===== config.mk =====
export PLATFORM = sky130hd
export DESIGN_NAME = midi_track_event_parser_top
export DESIGN_NICKNAME = d
export VERILOG_FILES = /design/src/rtl/mtep_pkg.sv /design/src/rtl/mtep_parser.sv /design/src/rtl/mtep_out_queue.sv /design/src/rtl/midi_track_event_parser_top.sv
export SDC_FILE = /design/constraint.sdc
export NUM_CORES = 1
export LEC_CHECK = 0
export BUFFER_PORTS_ARGS = -buffer_cell sky130_fd_sc_hd__buf_2
export CAP_MARGIN = 20
export CELL_PAD_IN_SITES_DETAIL_PLACEMENT = 0
export CELL_PAD_IN_SITES_GLOBAL_PLACEMENT = 2
export CORE_UTILIZATION = 38
export CTS_BUF_LIST = sky130_fd_sc_hd__clkbuf_2
export DETAILED_ROUTE_END_ITERATION = 10
export GPL_ROUTABILITY_DRIVEN = 0
export MAX_ROUTING_LAYER = met4
export PLACE_DENSITY_LB_ADDON = 0.15
export SYNTH_ARGS = -nofsm -noshare
export SYNTH_HDL_FRONTEND = slang
export SYNTH_SLANG_ARGS = --single-unit

===== constraint.sdc =====
create_clock -name clk_i -period 4.7 [get_ports clk_i]
set_input_delay 0.705 -clock clk_i [delete_from_list [all_inputs] [get_ports clk_i]]
set_output_delay 0.705 -clock clk_i [all_outputs]
set_load 0.05 [all_outputs]

===== src/rtl/mtep_pkg.sv =====
package mtep_pkg;

  // Result kinds
  localparam logic [1:0] KIND_NOTE  = 2'd0;
  localparam logic [1:0] KIND_TEMPO = 2'd1;
  localparam logic [1:0] KIND_END   = 2'd2;

  // Status and meta codes
  localparam logic [7:0] STATUS_META = 8'hFF;
  localparam logic [7:0] META_TEMPO  = 8'h51;
  localparam logic [3:0] HI_NOTE_OFF = 4'b1000;
  localparam logic [3:0] HI_NOTE_ON  = 4'b1001;
  localparam logic [3:0] HI_PROGRAM  = 4'b1100;
  localparam logic [3:0] HI_PRESSURE = 4'b1101;

  // Result queue depth
  localparam int unsigned QUEUE_DEPTH = 4;
  localparam int unsigned QUEUE_AW    = $clog2(QUEUE_DEPTH);

  typedef struct packed {
    logic [1:0]  kind;
    logic [31:0] delta_ticks;
    logic [3:0]  channel;
    logic [6:0]  note_number;
    logic        note_on;
    logic [6:0]  velocity;
    logic [23:0] tempo_value;
    logic        last_of_run;
  } result_t;

  // Results produced by one byte: count, then up to two in order
  typedef struct packed {
    logic [1:0] count;
    result_t    first;
    result_t    second;
  } push_t;

endpackage


===== src/rtl/mtep_parser.sv =====
module mtep_parser import mtep_pkg::*; (
  input  logic       clk_i,
  input  logic       rst_ni,
  input  logic       fire_i,
  input  logic [7:0] data_byte_i,
  input  logic       chunk_start_i,
  output push_t      push_o
);

  localparam logic [2:0] PH_HEADER    = 3'd0;
  localparam logic [2:0] PH_DELTA     = 3'd1;
  localparam logic [2:0] PH_STATUS    = 3'd2;
  localparam logic [2:0] PH_DATA      = 3'd3;
  localparam logic [2:0] PH_META_TYPE = 3'd4;
  localparam logic [2:0] PH_META_LEN  = 3'd5;
  localparam logic [2:0] PH_META_DATA = 3'd6;
  localparam logic [2:0] PH_DONE      = 3'd7;

  logic [2:0]  phase_q, phase_d;
  logic [2:0]  header_count_q, header_count_d;
  logic [31:0] bytes_left_q, bytes_left_d;
  logic [31:0] delta_accum_q, delta_accum_d;
  logic [7:0]  status_byte_q, status_byte_d;
  logic [1:0]  data_count_q, data_count_d;
  logic [6:0]  first_data_q, first_data_d;
  logic [7:0]  meta_type_q, meta_type_d;
  logic [31:0] meta_left_q, meta_left_d;
  logic [23:0] tempo_accum_q, tempo_accum_d;

  // A chunk start restarts the header before this byte is parsed
  logic [2:0]  phase_eff;
  logic [2:0]  header_count_eff;
  logic [31:0] bytes_left_eff;

  assign phase_eff        = chunk_start_i ? PH_HEADER : phase_q;
  assign header_count_eff = chunk_start_i ? 3'd0 : header_count_q;
  assign bytes_left_eff   = chunk_start_i ? 32'd0 : bytes_left_q;

  logic        ev_vld;
  logic        end_vld;
  result_t     ev;
  result_t     end_res;
  logic [3:0]  hi_nib;
  logic [3:0]  stat_hi;
  logic        is_on;
  logic [31:0] meta_len_n;
  logic [31:0] meta_dec;
  logic [23:0] tempo_n;

  assign hi_nib     = data_byte_i[7:4];
  assign stat_hi    = status_byte_q[7:4];
  assign is_on      = (stat_hi == HI_NOTE_ON);
  assign meta_len_n = {meta_left_q[24:0], data_byte_i[6:0]};
  assign meta_dec   = meta_left_q - 32'd1;
  assign tempo_n    = {tempo_accum_q[15:0], data_byte_i};

  // Step the parser on each accepted byte
  always_comb begin
    phase_d        = phase_q;
    header_count_d = header_count_q;
    bytes_left_d   = bytes_left_q;
    delta_accum_d  = delta_accum_q;
    status_byte_d  = status_byte_q;
    data_count_d   = data_count_q;
    first_data_d   = first_data_q;
    meta_type_d    = meta_type_q;
    meta_left_d    = meta_left_q;
    tempo_accum_d  = tempo_accum_q;
    ev_vld         = 1'b0;
    end_vld        = 1'b0;
    ev             = '0;

    if (fire_i) begin
      phase_d        = phase_eff;
      header_count_d = header_count_eff;
      bytes_left_d   = bytes_left_eff;

      if (phase_eff == PH_DONE) begin
        // ignore bytes until the next chunk
      end else if (phase_eff == PH_HEADER) begin
        if (header_count_eff[2]) begin
          bytes_left_d = {bytes_left_eff[23:0], data_byte_i};
        end
        header_count_d = header_count_eff + 3'd1;
        if (header_count_d == 3'd0) begin
          if (bytes_left_d == 32'd0) begin
            end_vld = 1'b1;
            phase_d = PH_DONE;
          end else begin
            delta_accum_d = 32'd0;
            phase_d       = PH_DELTA;
          end
        end
      end else begin
        case (phase_eff)
          PH_DELTA: begin
            delta_accum_d = {delta_accum_q[24:0], data_byte_i[6:0]};
            if (!data_byte_i[7]) begin
              phase_d = PH_STATUS;
            end
          end
          PH_STATUS: begin
            if (data_byte_i == STATUS_META) begin
              phase_d = PH_META_TYPE;
            end else begin
              status_byte_d = data_byte_i;
              data_count_d  = (hi_nib == HI_PROGRAM || hi_nib == HI_PRESSURE) ? 2'd1 : 2'd2;
              phase_d       = PH_DATA;
            end
          end
          PH_DATA: begin
            if (data_count_q == 2'd2) begin
              first_data_d = data_byte_i[6:0];
              data_count_d = 2'd1;
            end else begin
              if (stat_hi == HI_NOTE_OFF || stat_hi == HI_NOTE_ON) begin
                ev_vld         = 1'b1;
                ev.kind        = KIND_NOTE;
                ev.delta_ticks = delta_accum_q;
                ev.channel     = status_byte_q[3:0];
                ev.note_number = first_data_q;
                ev.note_on     = is_on;
                ev.velocity    = is_on ? data_byte_i[6:0] : 7'd0;
              end
              data_count_d  = 2'd0;
              delta_accum_d = 32'd0;
              phase_d       = PH_DELTA;
            end
          end
          PH_META_TYPE: begin
            meta_type_d   = data_byte_i;
            meta_left_d   = 32'd0;
            tempo_accum_d = 24'd0;
            phase_d       = PH_META_LEN;
          end
          PH_META_LEN: begin
            meta_left_d = meta_len_n;
            if (!data_byte_i[7]) begin
              if (meta_len_n == 32'd0) begin
                if (meta_type_q == META_TEMPO) begin
                  ev_vld         = 1'b1;
                  ev.kind        = KIND_TEMPO;
                  ev.delta_ticks = delta_accum_q;
                  ev.tempo_value = tempo_accum_q;
                end
                delta_accum_d = 32'd0;
                phase_d       = PH_DELTA;
              end else begin
                phase_d = PH_META_DATA;
              end
            end
          end
          PH_META_DATA: begin
            tempo_accum_d = tempo_n;
            meta_left_d   = meta_dec;
            if (meta_dec == 32'd0) begin
              if (meta_type_q == META_TEMPO) begin
                ev_vld         = 1'b1;
                ev.kind        = KIND_TEMPO;
                ev.delta_ticks = delta_accum_q;
                ev.tempo_value = tempo_n;
              end
              delta_accum_d = 32'd0;
              phase_d       = PH_DELTA;
            end
          end
          default: begin
            phase_d = phase_eff;
          end
        endcase

        // Count down the body; its last byte closes the track
        bytes_left_d = bytes_left_eff - 32'd1;
        if (bytes_left_d == 32'd0) begin
          end_vld = 1'b1;
          phase_d = PH_DONE;
        end
      end
    end
  end

  // Order the results: event first, end marker after it
  always_comb begin
    end_res             = '0;
    end_res.kind        = KIND_END;
    end_res.last_of_run = 1'b1;
    push_o              = '0;
    if (ev_vld) begin
      push_o.first             = ev;
      push_o.first.last_of_run = !end_vld;
      if (end_vld) begin
        push_o.second = end_res;
        push_o.count  = 2'd2;
      end else begin
        push_o.count  = 2'd1;
      end
    end else if (end_vld) begin
      push_o.first = end_res;
      push_o.count = 2'd1;
    end
  end

  always_ff @(posedge clk_i or negedge rst_ni) begin
    if (!rst_ni) begin
      phase_q        <= PH_HEADER;
      header_count_q <= 3'd0;
      bytes_left_q   <= 32'd0;
      delta_accum_q  <= 32'd0;
      status_byte_q  <= 8'd0;
      data_count_q   <= 2'd0;
      first_data_q   <= 7'd0;
      meta_type_q    <= 8'd0;
      meta_left_q    <= 32'd0;
      tempo_accum_q  <= 24'd0;
    end else begin
      phase_q        <= phase_d;
      header_count_q <= header_count_d;
      bytes_left_q   <= bytes_left_d;
      delta_accum_q  <= delta_accum_d;
      status_byte_q  <= status_byte_d;
      data_count_q   <= data_count_d;
      first_data_q   <= first_data_d;
      meta_type_q    <= meta_type_d;
      meta_left_q    <= meta_left_d;
      tempo_accum_q  <= tempo_accum_d;
    end
  end

endmodule


===== src/rtl/mtep_out_queue.sv =====
module mtep_out_queue import mtep_pkg::*; (
  input  logic    clk_i,
  input  logic    rst_ni,
  input  push_t   push_i,
  input  logic    pop_i,
  output logic    has_room_o,
  output logic    valid_o,
  output result_t head_o
);

  result_t               entries_q [QUEUE_DEPTH];
  logic [QUEUE_AW-1:0]   rd_ptr_q, rd_ptr_d;
  logic [QUEUE_AW-1:0]   wr_ptr_q, wr_ptr_d;
  logic [QUEUE_AW:0]     count_q, count_d;
  logic [QUEUE_AW-1:0]   wr_ptr_next;

  // Room for two results is needed before a byte is taken
  assign has_room_o  = (count_q <= (QUEUE_AW + 1)'(QUEUE_DEPTH - 2));
  assign valid_o     = (count_q != '0);
  assign head_o      = entries_q[rd_ptr_q];
  assign wr_ptr_next = wr_ptr_q + QUEUE_AW'(1);

  // Advance pointers and occupancy
  always_comb begin
    rd_ptr_d = pop_i ? rd_ptr_q + QUEUE_AW'(1) : rd_ptr_q;
    wr_ptr_d = wr_ptr_q + QUEUE_AW'(push_i.count);
    count_d  = count_q + (QUEUE_AW + 1)'(push_i.count) - (QUEUE_AW + 1)'(pop_i);
  end

  // Store pushed results
  always_ff @(posedge clk_i) begin
    if (push_i.count != 2'd0) begin
      entries_q[wr_ptr_q] <= push_i.first;
    end
    if (push_i.count == 2'd2) begin
      entries_q[wr_ptr_next] <= push_i.second;
    end
  end

  always_ff @(posedge clk_i or negedge rst_ni) begin
    if (!rst_ni) begin
      rd_ptr_q <= '0;
      wr_ptr_q <= '0;
      count_q  <= '0;
    end else begin
      rd_ptr_q <= rd_ptr_d;
      wr_ptr_q <= wr_ptr_d;
      count_q  <= count_d;
    end
  end

endmodule


===== src/rtl/midi_track_event_parser_top.sv =====
// MIDI track chunk parser. Feed the chunk one byte per transaction, with
// chunk_start_i high on the first header byte. The block accepts a byte in
// every cycle while the queue has room; its results appear at the output
// in the cycle after the byte is taken, from a four-entry result queue. A
// byte that both finishes an event and ends the track body yields two
// results (event, then end of track), which leave the queue one at a time.
// The input stalls only while the queue holds more than two results, which
// happens only when the output side holds off; with out_ready_i held high
// the input never stalls. The parser itself has no busy state.
module midi_track_event_parser_top import mtep_pkg::*; (
  input  logic        clk_i,
  input  logic        rst_ni,
  input  logic        in_valid_i,
  output logic        in_ready_o,
  input  logic [7:0]  data_byte_i,
  input  logic        chunk_start_i,
  output logic        out_valid_o,
  input  logic        out_ready_i,
  output logic [1:0]  kind_o,
  output logic [31:0] delta_ticks_o,
  output logic [3:0]  channel_o,
  output logic [6:0]  note_number_o,
  output logic        note_on_o,
  output logic [6:0]  velocity_o,
  output logic [23:0] tempo_value_o,
  output logic        last_of_run_o
);

  logic    fire;
  logic    pop;
  push_t   push;
  result_t head;

  assign fire = in_valid_i && in_ready_o;
  assign pop  = out_valid_o && out_ready_i;

  mtep_parser u_parser (
    .clk_i         (clk_i),
    .rst_ni        (rst_ni),
    .fire_i        (fire),
    .data_byte_i   (data_byte_i),
    .chunk_start_i (chunk_start_i),
    .push_o        (push)
  );

  mtep_out_queue u_queue (
    .clk_i      (clk_i),
    .rst_ni     (rst_ni),
    .push_i     (push),
    .pop_i      (pop),
    .has_room_o (in_ready_o),
    .valid_o    (out_valid_o),
    .head_o     (head)
  );

  // Drive result fields from the queue head
  assign kind_o        = head.kind;
  assign delta_ticks_o = head.delta_ticks;
  assign channel_o     = head.channel;
  assign note_number_o = head.note_number;
  assign note_on_o     = head.note_on;
  assign velocity_o    = head.velocity;
  assign tempo_value_o = head.tempo_value;
  assign last_of_run_o = head.last_of_run;

endmodule

==> report_table.html <==
<table>
<tr><th>Metric</th><th>Value</th></tr>
<tr><th colspan="2">Global routing</th></tr>
<tr><td>Wire length of the first global-routing pass</td><td>115.7 mm</td></tr>
<tr><td>Number of antenna violations at the first check in global routing</td><td>3</td></tr>
<tr><td>Vias in the first global route</td><td>19020</td></tr>
<tr><td>Global Route Usage Sum</td><td>26.21%</td></tr>
<tr><td>Maximum number of pins on one net before global-route repair</td><td>67</td></tr>
<tr><td>Overall overflow remaining after global route</td><td>0</td></tr>
<tr><th colspan="2">Power and ir drop</th></tr>
<tr><td>Combinational share of power</td><td>37.4%</td></tr>
<tr><td>Worst vdd ir</td><td>approximately 0.29 mV</td></tr>
<tr><td>Cell Pwr Density</td><td>about 520 mW/mm²</td></tr>
<tr><td>Static Leak</td><td>11.54 nW</td></tr>
<tr><td>Relative contribution of sequential cells to total power</td><td>approximately two fifths</td></tr>
<tr><td>Switching power as a share of total power</td><td>42.01%</td></tr>
<tr><td>Share of total power in the clock network</td><td>24.0%</td></tr>
<tr><td>Internal power contribution</td><td>7.805 mW</td></tr>
<tr><td>Switching power</td><td>5.653 mW</td></tr>
<tr><th colspan="2">Worst setup path</th></tr>
<tr><td>Type of element launching the critical path</td><td>flip-flop</td></tr>
<tr><td>Internal reg-to-reg setup slack</td><td>0.10 ns</td></tr>
<tr><td>Reg-to-reg critical path endpoint</td><td>u_queue.entries_q[1][48]$_SDFFE_PP0P_</td></tr>
<tr><td>Depth of the worst register-to-register path</td><td>17</td></tr>
<tr><td>Reg-to-Reg Start</td><td>u_parser.bytes_left_q[21]$_DFFE_PN0P_</td></tr>
<tr><td>Worst setup path endpoint</td><td>u_queue.entries_q[1][48]$_SDFFE_PP0P_</td></tr>
<tr><td>Standard cell with the maximum stage delay on the critical path</td><td>sky130_fd_sc_hd__or4_1</td></tr>
<tr><td>Maximum fanout count along the critical path</td><td>16</td></tr>
<tr><td>Maximum cell stage delay along the critical path</td><td>slightly below 0.6 ns</td></tr>
<tr><td>Crit path required time</td><td>5.91 ns</td></tr>
<tr><td>Critical path, cell by cell</td><td>or4_1 -&gt; or3_1 -&gt; nor4_2 -&gt; xnor2_1 -&gt; nand3_1 -&gt; or4_1 -&gt; o31ai_2 -&gt; buf_4 -&gt; nand2_1 -&gt; ha_1 -&gt; nor2b_1 -&gt; nand2_1 -&gt; nor2_2 -&gt; nand3_1 -&gt; nand2_4 -&gt; buf_12 -&gt; a22o_1</td></tr>
<tr><td>Kind of end point of the critical path</td><td>flip-flop</td></tr>
<tr><td>Crit Path Class</td><td>flip-flop to flip-flop</td></tr>
<tr><td>WP data arrival</td><td>5.81 ns</td></tr>
<tr><td>Setup crit start</td><td>u_parser.bytes_left_q[21]$_DFFE_PN0P_</td></tr>
<tr><th colspan="2">Floorplanning</th></tr>
<tr><td>Number of ports placed on the die boundary</td><td>93</td></tr>
<tr><td>Row cnt</td><td>87</td></tr>
<tr><td>Die outline height</td><td>242.8 µm</td></tr>
<tr><td>Area of the die</td><td>0.05895 mm²</td></tr>
<tr><td>Core footprint</td><td>0.05682 mm²</td></tr>
<tr><td>Initial standard-cell utilization of the core</td><td>38.78%</td></tr>
<tr><td>Die width</td><td>242.8 µm</td></tr>
<tr><th colspan="2">Logic synthesis</th></tr>
<tr><td>Total standard cell area after synthesis</td><td>between 0.02 and 0.025 mm²</td></tr>
<tr><td>FF+latch count, synth</td><td>470</td></tr>
<tr><td>Netlist cell types</td><td>between 70 and 80</td></tr>
<tr><td>Synthesized instance count</td><td>2146</td></tr>
<tr><td>Area share of the leading cell type in the synthesized netlist</td><td>27.62%</td></tr>
<tr><td>Syn nets</td><td>2173</td></tr>
<tr><td>Post-synth EDFFs</td><td>8</td></tr>
<tr><td>Sequential area share after synthesis</td><td>a little under half</td></tr>
<tr><td>Post-synthesis cell type with the largest combined area</td><td>sky130_fd_sc_hd__dfxtp_1</td></tr>
<tr><td>Async set or reset register ratio after synthesis</td><td>about a third</td></tr>
<tr><td>Cell types with the highest counts after synthesis</td><td>304 x sky130_fd_sc_hd__dfxtp_1, 269 x sky130_fd_sc_hd__a22o_1, 180 x sky130_fd_sc_hd__nand2_1</td></tr>
<tr><td>Most used DFF post-synth</td><td>sky130_fd_sc_hd__dfxtp_1</td></tr>
<tr><td>Most frequent cell after synthesis</td><td>sky130_fd_sc_hd__dfxtp_1</td></tr>
<tr><td>Mean cell area of the mapped netlist</td><td>10.27 µm²</td></tr>
<tr><td>Synth Warn #</td><td>0</td></tr>
<tr><td>Most area-consuming cells after synthesis</td><td>sky130_fd_sc_hd__dfxtp_1 28%, sky130_fd_sc_hd__dfrtp_1 18%, sky130_fd_sc_hd__a22o_1 11%, sky130_fd_sc_hd__mux4_2 8.0%, sky130_fd_sc_hd__nand2_1 3.1%</td></tr>
<tr><th colspan="2">STA</th></tr>
<tr><td>Worst slack on hold paths</td><td>0.3086 ns</td></tr>
<tr><td>Highest attainable clock frequency</td><td>around 0.22 GHz</td></tr>
<tr><td>Worst setup skew after layout</td><td>approximately 0.11 ns</td></tr>
<tr><td>Measured slew at the worst slew-check pin</td><td>1.124 ns</td></tr>
<tr><td>Fin crit period</td><td>4.600 ns</td></tr>
<tr><td>Pins Over Slew Limit</td><td>0</td></tr>
<tr><td>Worst slew slack as a fraction of its limit</td><td>24.87%</td></tr>
<tr><td>Period Utilization, post-route</td><td>97.87%</td></tr>
<tr><td>Setup repair after global routing missed its margin</td><td>true</td></tr>
<tr><td>Number of endpoints with negative hold slack in the final report</td><td>0</td></tr>
<tr><td>Count of endpoints failing setup in the final report</td><td>0</td></tr>
<tr><th colspan="2">Finish</th></tr>
<tr><td>P&amp;R area growth vs syn</td><td>17.56%</td></tr>
<tr><td>Number of fill cells in the layout</td><td>approximately 5600</td></tr>
<tr><td>Layout net count</td><td>about 2400</td></tr>
<tr><td>Fin area</td><td>around 0.026 mm²</td></tr>
<tr><td>Fraction of layout cells with a size suffix above 1</td><td>26.59%</td></tr>
<tr><th colspan="2">CTS</th></tr>
<tr><td>Clock-pin transition on the worst setup and hold timing paths</td><td>0.11 ns</td></tr>
<tr><td>Clock Path Buffers</td><td>3</td></tr>
<tr><td>Clock sink total</td><td>470</td></tr>
<tr><td>Cell at the root of the clock tree</td><td>sky130_fd_sc_hd__clkbuf_2</td></tr>
<tr><td>TritonCTS clock tree</td><td>yes</td></tr>
<tr><td>Skew-Pair Late Insertion Delay</td><td>1.34 ns</td></tr>
<tr><td>CTS buffer count</td><td>133</td></tr>
<tr><td>CTS HTree Levels</td><td>4</td></tr>
<tr><th colspan="2">Drt</th></tr>
<tr><td>Count of nets left with antenna violations after detail routing</td><td>0</td></tr>
<tr><td>Via count</td><td>18920</td></tr>
<tr><td>Pre-antenna DRT Iters</td><td>5</td></tr>
<tr><td>Average wire length per cell after detail routing</td><td>roughly 24 µm</td></tr>
<tr><td>Final wirelength</td><td>a little under 80 mm</td></tr>
<tr><td>Drt via density</td><td>5.861</td></tr>
<tr><td>DRC errors left</td><td>0</td></tr>
<tr><td>DRT iter0 DRCs</td><td>1281</td></tr>
<tr><th colspan="2">Place</th></tr>
<tr><td>Placed inst area</td><td>0.02418 mm²</td></tr>
<tr><td>HPWL Detailed</td><td>46.96 mm</td></tr>
<tr><td>Count of input and output buffers</td><td>92</td></tr>
<tr><th colspan="2">Hold path</th></tr>
<tr><td>Hold Crit Class</td><td>input port to flip-flop</td></tr>
<tr><th colspan="2">Run status</th></tr>
<tr><td>Result of the run</td><td>completed</td></tr>
<tr><th colspan="2">Flow run</th></tr>
<tr><td>Max_cap viols</td><td>0</td></tr>
</table>
==> power groups by stage <==
stage / combinational (mW) / clock, mW / sequential [mW]
3_5_place_dp: 4.93 / 0 / 5.28
2_1_floorplan: 3.41 / 0 / 4.85
3_3_place_gp: 4.93 / 0 / 5.27
4_1_cts: 4.96 / 3.36 / 5.19
6_report: 5.03 / 3.23 / 5.20
5_1_grt: 5.44 / 3.60 / 5.28
==> state kept, by name, indices dropped and copies added (netlist names) <==
| register | count |
|---|---|
| u_parser.bytes_left_q | 32 |
| u_parser.data_count_q | 2 |
| u_parser.delta_accum_q | 32 |
| u_parser.first_data_q | 7 |
| u_parser.header_count_q | 3 |
| u_parser.meta_left_q | 32 |
| u_parser.meta_type_q | 8 |
| u_parser.phase_q | 3 |
| u_parser.status_byte_q | 8 |
| u_parser.tempo_accum_q | 24 |
| u_queue.count_q | 3 |
| u_queue.entries_q | 312 |
| u_queue.rd_ptr_q | 2 |
| u_queue.wr_ptr_q | 2 |
==> final cells by class <==
cell class              count  area [µm²]  area share [%]
repair buffers            274        2243           8.661
flip-flops and latches    470       10290           39.72
clock inverters            30       227.7          0.8791
clock buffers             217        1086           4.193
multi-input cells        1400       10810           41.74
inverters                  76       285.3           1.101
diodes                      5       12.51         0.04830
well taps                 756       945.9           3.652
==> worst max-delay path: cells and delay by family (launching register included) <==
family,cells,cell delay (ns)
fa+ha+maj,1,0.23
xor+xnor,1,0.18
buf+inv,2,0.37
flops,1,0.39
compound gates,2,0.45
simple gates,11,2.85
==> cell usage in the layout, fill, tap and decap left out, types with 59 or more instances in the layout <==
cell and n:
sky130_fd_sc_hd__a21oi_1 61, sky130_fd_sc_hd__nand3_1 74, sky130_fd_sc_hd__dfxtp_1 304, sky130_fd_sc_hd__a22o_1 269
sky130_fd_sc_hd__buf_4 141, sky130_fd_sc_hd__o21ai_0 102, sky130_fd_sc_hd__mux2i_1 62, sky130_fd_sc_hd__a22oi_1 59
sky130_fd_sc_hd__inv_1 74, sky130_fd_sc_hd__nor2_1 91, sky130_fd_sc_hd__buf_2 91, sky130_fd_sc_hd__dfrtp_1 155
sky130_fd_sc_hd__mux4_2 78, sky130_fd_sc_hd__nand2_1 175, sky130_fd_sc_hd__clkbuf_2 217
==> cells by family after synthesis <==
group,count (synthesis),share of synthesized area [%]
AOI/OAI and AO/OA,648,21.78
xor gates and xnor gates,31,1.266
adders and majority gates,14,0.8291
buffers and inverters,282,5.298
DFF,470,46.66
muxes,165,12.07
and+or+nand+nor,536,12.10
==> metrics by stage <==
step	utilization [%]	cells	setup WS, ns	TNS (ns)	power [mW]
4_1_cts	45.15	3213	0.02370	0	13.51
6_report	45.59	3228	0.1003	0	13.46
5_1_grt	45.59	3228	-0.03167	-0.1370	14.33
3_3_place_gp	42.56	2952	-0.03267	-1.842	10.21
3_5_place_dp	42.56	2952	-0.06543	-5.461	10.21
2_1_floorplan	-	2146	0.006851	0	8.260
==> per-layer routing <==
| metal | part of all wire, % | routed length [µm] | global-route usage [%] | vias to the layer above |
|---|---|---|---|---|
| met1 | 45 | 34590 | 34.20 | 9568 |
| met5 | 0 | 0 | - | - |
| met2 | 46 | 35570 | 39.41 | 634 |
| met4 | 3.4 | 2602 | 11.39 | 0 |
| met3 | 5.4 | 4179 | 5.175 | 161 |
| li1 | - | - | - | 8556 |
==> how the worst min path moves through the flow <==
stage          slack (ns)  depth (start not counted)                                    end                                   from
2_1_floorplan        0.41                          0   u_parser.bytes_left_q[0]$_DFFE_PN0P_                                 rst_ni
3_3_place_gp         0.43                          1  u_queue.entries_q[1][32]$_SDFFE_PP0P_  u_queue.entries_q[1][32]$_SDFFE_PP0P_
3_5_place_dp         0.44                          1  u_queue.entries_q[1][32]$_SDFFE_PP0P_  u_queue.entries_q[1][32]$_SDFFE_PP0P_
4_1_cts              0.14                          4    u_parser.meta_left_q[5]$_DFFE_PN0P_                         data_byte_i[5]
5_1_grt              0.19                          4    u_parser.meta_left_q[5]$_DFFE_PN0P_                         data_byte_i[5]
6_report             0.31                          4    u_parser.meta_left_q[5]$_DFFE_PN0P_                         data_byte_i[5]
==> what timing repair did <==
item / in CTS / in global routing
resized for setup: 0 / 25
setup endpoints to repair: 0 / 212
setup buffers: 0 / 0
hold buffers: 14 / 0
hold endpoints to repair: 212 / 0
(Power assumes the default switching activity.)
